**config.mk**
```make
export PLATFORM = sky130hd
export DESIGN_NAME = tbt_ram
export DESIGN_NICKNAME = d
export VERILOG_FILES = /design/src/tbt_ram.sv
export SDC_FILE = /design/constraint.sdc
export NUM_CORES = 1
export LEC_CHECK = 0
export BUFFER_PORTS_ARGS = -buffer_cell sky130_fd_sc_hd__buf_4
export CORE_MARGIN = 1.5
export CORE_UTILIZATION = 50
export DETAILED_ROUTE_END_ITERATION = 7
export GPL_TIMING_DRIVEN = 1
export PLACE_DENSITY = 0.74
export RECOVER_POWER = 100
export SYNTH_ARGS = -nofsm -noshare
export SYNTH_HDL_FRONTEND = slang
export SYNTH_SLANG_ARGS = --single-unit
```
**constraint.sdc**
```tcl
create_clock -name clk -period 2.46 [get_ports clk]
set_input_delay 0.123 -clock clk [delete_from_list [all_inputs] [get_ports clk]]
set_output_delay 0.123 -clock clk [all_outputs]
set_load 0.05 [all_outputs]
```
**src/tbt_ram.sv**
```systemverilog
`timescale 1ns / 1ps
// ----------------------------------------------------------------------------
// Blob table memory
// Simple dual-port synchronous RAM: one write port, one read port with a
// registered read.
// ----------------------------------------------------------------------------
module tbt_ram #(
  parameter int DEPTH = 64,
  parameter int AW    = 6,
  parameter int DW    = 8
) (
  input  logic          clk,
  input  logic          we,
  input  logic [AW-1:0] waddr,
  input  logic [DW-1:0] wdata,
  input  logic [AW-1:0] raddr,
  output logic [DW-1:0] rdata
);

  logic [DW-1:0] mem [DEPTH];

  always_ff @(posedge clk) begin
    if (we) begin
      mem[waddr] <= wdata;
    end
  end

  always_ff @(posedge clk) begin
    rdata <= mem[raddr];
  end

endmodule

```
# After elaboration in Yosys (flattened, before gate mapping)
# Memories as Yosys holds them, arrays and structs flattened. A register that Yosys moved wholly into a read port is not among the register bits.
# Index checks and enable logic that the tools add are counted.
[classes]
muxes = 2
[ops]
columns = ["operator", "count"]
rows = [
  ["two-way mux 1 bit", 2],
]
[word_totals]
mem_count = 1
out_inout_bits = 8
input_bits = 22
register_bits = 0
ramBits = 512
[memory_table]
columns = ["name", "depth", "width", "rd", "rd_clocked_by_memory_dff", "wr", "line_no", "rtl"]
rows = [
  ["mem", 64, 8, 1, 1, 1, "20", "logic [DW-1:0] mem [DEPTH];"],
]

# Logic depth before layout (Yosys ltp)
# Gate-level depths: netlist of run 1.
[logic_depth]
depth_word = 2
ltp_mapped = 9

# Worst setup path after synthesis of run 1
# Ideal clock, no wire load.
[synth_timing]
path_kind = "input to register"
from = "input port raddr[1]"
to = "register rdata[3], read port of mem"
slack_ns = 0.669
stages = 7
n_path_buf = 3
setup_time_ns = 0.128
t_arrival_ns = 1.663
path_cell_list = "buf_4 -> buf_2 -> buf_2 -> mux4_2 -> mux4_2 -> o21ai_1 -> o41ai_1"
[synth_lines]
columns = ["item", "line_no", "rtl"]
rows = [
  ["start: declaration", "16", "input logic [AW-1:0] raddr,"],
  ["end: declaration", "17", "output logic [DW-1:0] rdata"],
]

# Worst setup path after layout of run 1
[layout_timing]
from = "input port waddr[1]"
to = "memory mem[13][3], enable pin"
[layout_lines]
columns = ["item", "line_no", "rtl"]
rows = [
  ["start: declaration", "14", "input logic [AW-1:0] waddr,"],
  ["end: declaration", "20", ""],
]
# No word-level cell before the write port.

==> flow_metrics.env, run 1 <==
export IMPL_clkPwrFrac_pct=40.0
export IMPL_die_width_um=204
export IMPL_slew_limit_headroom_pct=7.37
export IMPL_grt_pass1_wl_um=64400
export IMPL_post_cts_resized=0
export IMPL_die_h_um=204
export IMPL_synth_seq_cells=520
export IMPL_routed_wl_um=43100
export IMPL_synth_area_um2=20200
export IMPL_syn_avg_cell_area_um2=21.5
export IMPL_cp_end_kind="flip-flop"
export IMPL_vdd_drop_max_v=0.000538
export IMPL_n_antenna_cell=0
export IMPL_worstReg2RegStart="mem[29][4]"
export IMPL_p_leak_uw=0.00705
export IMPL_synth_edf_count=512
export IMPL_globalplace_congestion=0.795
export IMPL_synth_top_family_by_area="multiplexers"
export IMPL_maxSlewViolCount=0
export IMPL_firstDrtPassIters=5
export IMPL_fmaxAchievable_ghz=0.442
export IMPL_synth_simple_gate_area_share_pct=3.39
export IMPL_final_cell_count_no_fill=1630
export IMPL_rows=73
export IMPL_track_usage_pct=21.4
export IMPL_whs_path_depth=2
export IMPL_worst_slack_ps=200
export IMPL_synth_top_flop_cell="edfxtp_1"
export IMPL_synthMuxAreaShare_pct=15.9
export IMPL_die_area_um2=41500
export IMPL_r2r_cells=5
export IMPL_cts_root_buf="clkbuf_16"
export IMPL_place_area_um2=21500
export IMPL_crit_type="primary input to flip-flop"
export IMPL_start_util_pct=50.8
export IMPL_ant_nets=0
export IMPL_final_area_um2=22800
export IMPL_clk_latency_ps=580
export IMPL_clock_sinks=520
export IMPL_powerDensity_nw_per_um2=792
export IMPL_worstPathRequired_ps=2690
export IMPL_yosysWarnings=0
export IMPL_status="finished clean"
export IMPL_p_int_uw=14300
export IMPL_drc=0
export IMPL_layout_drive_gt1_share_pct=23.1
export IMPL_overflow=0
export IMPL_detail_route_iter0_violations=1194
export IMPL_hold_viol=0
export IMPL_cts_buffer_depth=3
export IMPL_numCtsBuffers=49
export IMPL_hold_path_endpoint="mem[48][1]"
export IMPL_cts_setup_buffers=0
export IMPL_net_switching_power_uw=3770
export IMPL_netlist_instances=940
export IMPL_wl_per_cell_um=26.4
export IMPL_async_flop_share_pct=0
export IMPL_setup_violations=0
export IMPL_core_region_area_um2=39700
export IMPL_grt_max_degree=65
export IMPL_comb_power_share_pct=5.4
export IMPL_hold_path_startpoint="waddr[2]"
export IMPL_synth_compound_area_share_pct=2.07
export IMPL_timing_final_crit_share_pct=91.9
export IMPL_yosysSeqAreaShare_pct=77.0
export IMPL_h_tree_depth=2
export IMPL_synthXorXnorAreaFrac_pct=0
export IMPL_cts_tree="yes"
export IMPL_synthAdderAreaFrac_pct=0
export IMPL_synth_distinct_cells=40
export IMPL_rsz0062_at_grt="false"
export IMPL_cp_arrival_ps=2490
export IMPL_finClkSkew_ps=12.6
export IMPL_sw_frac_of_total_pct=20.9
export IMPL_syn_nets=962
export IMPL_cp_start_kind="primary input"
export IMPL_fin_nets=1088
export IMPL_ff2ff_setup_slack_ps=240
export IMPL_grt_pass1_vias=10064
export IMPL_dp_hpwl_um=26300
export IMPL_period_needed_ps=2260
export IMPL_path_max_fanout=10
export IMPL_fill_cells=2886
export IMPL_io_pins=30
export IMPL_syn_to_final_growth_pct=12.9
export IMPL_fin_tns_setup_ps=0
export IMPL_cts_hold_buf=2
export IMPL_rr_endpoint="rdata[4]"
export IMPL_antenna_found_initial=1
export IMPL_dp_cells=1538
export IMPL_min_path_type="primary input to flip-flop"
export IMPL_dpl_worst_slack_ps=112
export IMPL_p_seq_share_pct=54.6
export IMPL_port_buffers=29
export IMPL_cts_reportedPaths_clkPinSlew_ps=70
export IMPL_max_cap_violations=0
export IMPL_num_vias=9838
export IMPL_tightest_slew_ps=1390
export IMPL_avgViaCountPerCell=6.04
sequential cells by signal (all words and copies together), names as in the netlist:
signal and cells:
rdata 8, mem 512
worst max-delay path by stage:
stage / startpoint / endpoint / cells after the start
6_report: waddr[1] / mem[13][3] / 6
5_1_grt: waddr[1] / mem[13][5] / 6
4_1_cts: mem[21][4] / rdata[4] / 5
3_5_place_dp: raddr[0] / rdata[4] / 6
3_3_place_gp: raddr[0] / rdata[4] / 7
2_1_floorplan: raddr[1] / rdata[3] / 7
Yosys cell counts, types with 2 or more instances:
cell type	number	share of area [%]
o32ai_1	2	0.087
clkbuf_1	17	0.32
mux4_2	126	14
nor3_1	7	0.17
edfxtp_1	512	76
buf_6	4	0.22
o41ai_1	2	0.087
o21a_1	2	0.074
o221ai_1	8	0.35
mux2i_1	23	1.1
o22ai_1	8	0.25
o21ai_1	2	0.050
nand3b_1	3	0.11
nor2b_1	14	0.43
buf_1	4	0.074
a21oi_1	3	0.074
mux2_2	13	0.73
a2111oi_0	2	0.087
o2bb2ai_1	3	0.13
nor2_1	83	1.5
a221oi_1	6	0.26
a211oi_1	4	0.15
o221a_2	2	0.11
nand2b_1	7	0.22
buf_2	11	0.27
o21ai_0	2	0.050
buf_4	13	0.48
o2111ai_1	3	0.13
nand3_1	13	0.32
a22oi_1	3	0.11
buf_12	2	0.20
nand4_1	2	0.062
nand2_1	19	0.35
nor4_1	2	0.062
dfxtp_1	8	0.79
placed cells by master (no fill, tap or decap), types with 11 or more instances in the layout:
master / synthesis / layout
clkinv_1: 0 / 12
clkbuf_1: 17 / 86
nand2_1: 19 / 19
edfxtp_1: 512 / 512
clkbuf_16: 0 / 51
nor2_1: 83 / 83
clkinv_2: 0 / 12
mux4_2: 126 / 126
nor2b_1: 14 / 14
nand3_1: 13 / 13
mux2i_1: 23 / 23
buf_4: 13 / 31
mux2_2: 13 / 11
metal layers:
layer	global-route usage (%)	share of wire, %	vias up
met5	0	0.030	-
met4	6.53	2.7	2
met3	4.91	8.1	77
met2	34.5	50	445
met1	29.4	39	5137
li1	-	-	4177
critical path: stages:
cell	delay (ps)
dlygate4sd3_1	530
clkbuf_1	260
nor2b_1	230
nand3_1	500
nor2_1	450
clkbuf_1	400
final cells by class:
type / instances / area [µm²] / area share, %
Tap cell: 525 / 657 / 2.89
Multi-Input combinational cell: 369 / 4320 / 19.0
Clock inverter: 31 / 226 / 0.995
Sequential cell: 520 / 15500 / 68.3
Clock buffer: 59 / 1310 / 5.74
Timing Repair Buffer: 126 / 719 / 3.16
cells by family after synthesis:
| logic type | Yosys count |
|---|---|
| compound gates | 54 |
| buf+inv | 51 |
| flops | 520 |
| mux | 162 |
| simple gates | 153 |
power groups by stage:
stage / logic, µW / clock network (µW) / registers (µW)
2_1_floorplan: 523 / 0 / 10100
3_3_place_gp: 978 / 0 / 10000
3_5_place_dp: 999 / 0 / 10000
4_1_cts: 1000 / 7310 / 9840
5_1_grt: 1030 / 7630 / 9850
6_report: 968 / 7220 / 9850
metrics by stage:
stage	hold WS (ps)	utilization, %	total power [µW]
2_1_floorplan	222	-	10600
3_3_place_gp	494	54.2	11000
3_5_place_dp	495	54.2	11000
4_1_cts	6.14	58.1	18100
5_1_grt	16.9	57.3	18500
6_report	43.4	57.3	18000
(Power assumes the default switching activity.)
==> inputs of run 2 (changes only) <==
--- a/config.mk
+++ b/config.mk
@@ -5,7 +5,7 @@
 export SDC_FILE = /design/constraint.sdc
 export NUM_CORES = 1
 export LEC_CHECK = 0
-export BUFFER_PORTS_ARGS = -buffer_cell sky130_fd_sc_hd__buf_4
+export BUFFER_PORTS_ARGS = -buffer_cell sky130_fd_sc_hd__buf_2
 export CORE_MARGIN = 1.5
 export CORE_UTILIZATION = 50
 export DETAILED_ROUTE_END_ITERATION = 7
==> flow_metrics.env, run 2 (same netlist as run 1, synthesis figures left out) <==
export IMPL_layout_drive_gt1_share_pct=22.3
export IMPL_top_regs="mem: 512 flops, rdata: 8 flops"
export IMPL_cp_start_kind="primary input"
export IMPL_cts_tree="yes"
export IMPL_start_util_pct=50.8
export IMPL_ant_nets=0
export IMPL_clkPwrFrac_pct=39.7
export IMPL_grt_max_degree=65
export IMPL_drc=0
export IMPL_firstDrtPassIters=5
export IMPL_die_width_um=204
export IMPL_post_cts_resized=0
export IMPL_numCtsBuffers=49
export IMPL_n_antenna_cell=0
export IMPL_setup_violations=0
export IMPL_top_register="mem"
export IMPL_critPathSlowestCell="dlygate4sd3_1"
export IMPL_final_util_pct=57.5
export IMPL_timing_final_crit_share_pct=89.3
export IMPL_violations="capacitance limit, slew limit"
export IMPL_p_seq_share_pct=54.8
export IMPL_h_tree_depth=2
export IMPL_fmaxAchievable_ghz=0.455
export IMPL_wl_per_cell_um=27.1
export IMPL_r2r_cells=5
export IMPL_hold_path_startpoint="waddr[2]"
export IMPL_slew_limit_headroom_pct=-24.1
export IMPL_max_cap_violations=3
export IMPL_cts_reportedPaths_clkPinSlew_ps=60
export IMPL_cp_end_kind="flip-flop"
export IMPL_final_cell_mix="512 x edfxtp_1, 126 x mux4_2, 107 x clkbuf_1"
export IMPL_largest_reg_flops=512
export IMPL_worstPathRequired_ps=2660
export IMPL_hold_path_endpoint="mem[48][1]"
export IMPL_cp_arrival_ps=2390
export IMPL_io_pins=30
export IMPL_rr_endpoint="rdata[6]"
export IMPL_track_usage_pct=22.0
export IMPL_ff2ff_setup_slack_ps=290
export IMPL_cp_cell_sequence="dlygate4sd3_1, clkbuf_1, nor2b_1, nand3_1, nor2_1, clkbuf_1"
export IMPL_net_switching_power_uw=3690
export IMPL_cts_buffer_depth=3
export IMPL_highest_layer="met5"
export IMPL_routed_wl_um=44500
export IMPL_sw_frac_of_total_pct=20.5
export IMPL_dp_hpwl_um=28300
export IMPL_met2_length_um=21600
export IMPL_p_int_uw=14300
export IMPL_rsz0062_at_grt="false"
export IMPL_worstReg2RegStart="mem[16][6]"
export IMPL_maxSlewViolCount=103
export IMPL_cts_root_buf="clkbuf_16"
export IMPL_crit_path_frequent_cell="clkbuf_1"
export IMPL_path_max_fanout=10
export IMPL_avgViaCountPerCell=6.12
export IMPL_crit_type="primary input to flip-flop"
export IMPL_overflow=0
export IMPL_period_needed_ps=2200
export IMPL_globalplace_congestion=0.858
export IMPL_antenna_found_initial=1
export IMPL_grt_pass1_vias=10067
export IMPL_clock_sinks=520
export IMPL_core_region_area_um2=39700
export IMPL_rows=73
export IMPL_port_buffers=29
export IMPL_whs_path_depth=2
export IMPL_powerDensity_nw_per_um2=787
export IMPL_finClkSkew_ps=21.4
export IMPL_die_h_um=204
export IMPL_syn_to_final_growth_pct=13.3
export IMPL_detail_route_iter0_violations=1328
export IMPL_max_stage_delay_ps=540
export IMPL_die_area_um2=41500
export IMPL_final_common_cell="edfxtp_1"
export IMPL_grt_pass1_wl_um=65600
export IMPL_num_vias=10030
export IMPL_min_path_type="primary input to flip-flop"
export IMPL_vdd_drop_max_v=0.000418
export IMPL_wl_met3_um=3690
export IMPL_fin_tns_setup_ps=0
export IMPL_clk_latency_ps=580
export IMPL_comb_power_share_pct=5.5
export IMPL_fin_nets=1104
export IMPL_hold_viol=0
export IMPL_status="finished with violations"
export IMPL_wirelength_met1_um=17700
export IMPL_tightest_slew_ps=1860
export IMPL_p_leak_uw=0.00707
## run 2: cell types whose count changed in the layout (fill, tap and decap cells not counted), sizes merged
cell         delta
buf             +3
dlygate4sd3     +2
inv             +1
clkbuf         +21
bufinv          -1
clkinv         -13
clkinvlp        -3
## run 2: worst max-delay path by stage
stage               startpoint         end  slack (ps)
floorplan             raddr[1]    rdata[3]         670
global placement      raddr[0]    rdata[7]         140
detailed placement    raddr[0]    rdata[7]         120
CTS                 mem[16][6]    rdata[6]         300
global route          waddr[1]  mem[27][1]         150
finish                waddr[1]  mem[11][1]         260
## run 2: area by class of cell
class | instances | area (µm²)
fill | 2867 | 16900
tap | 525 | 657
clock buffer | 69 | 1380
sequential | 520 | 15500
clock inverter | 15 | 125
timing repair buffer | 142 | 826
multi-input combinational | 369 | 4320
## run 2: per-layer routing
| layer | up-vias | global-route usage, % |
|---|---|---|
| met5 | - | 0 |
| met4 | 2 | 7.86 |
| met3 | 92 | 4.21 |
| met2 | 462 | 34.8 |
| met1 | 5261 | 30.7 |
| li1 | 4213 | - |
## run 2: metrics by stage
stage	hold WS (ps)	power (µW)	instances	setup slack, ps	cell area, µm²
2_1_floorplan	222	10600	940	669	20200
3_3_place_gp	545	11000	1552	141	21600
3_5_place_dp	575	11000	1552	125	21600
4_1_cts	6.26	18100	1640	301	23200
5_1_grt	49.1	18500	1640	151	22800
6_report	44.1	18000	1640	264	22800
## run 2: critical path: cells and delay by family
kind | cells | cell delay [ps]
buffers and inverters | 3 | 1390
AND/OR/NAND/NOR | 3 | 870
## run 2: repair_timing
action | 4_1_cts | 5_1_grt
buffers inserted | 0 | 0
hold buffers | 4 | 0
hold endpoints to repair | 35 | 0
## run 2: power by group through the flow
| stage | clock network, µW | logic, µW | registers, µW |
|---|---|---|---|
| finish | 7140 | 987 | 9850 |
| global route | 7570 | 1050 | 9850 |
| CTS | 7250 | 1020 | 9840 |
| detailed placement | 0 | 1000 | 10000 |
| global placement | 0 | 976 | 10000 |
| floorplan | 0 | 523 | 10100 |
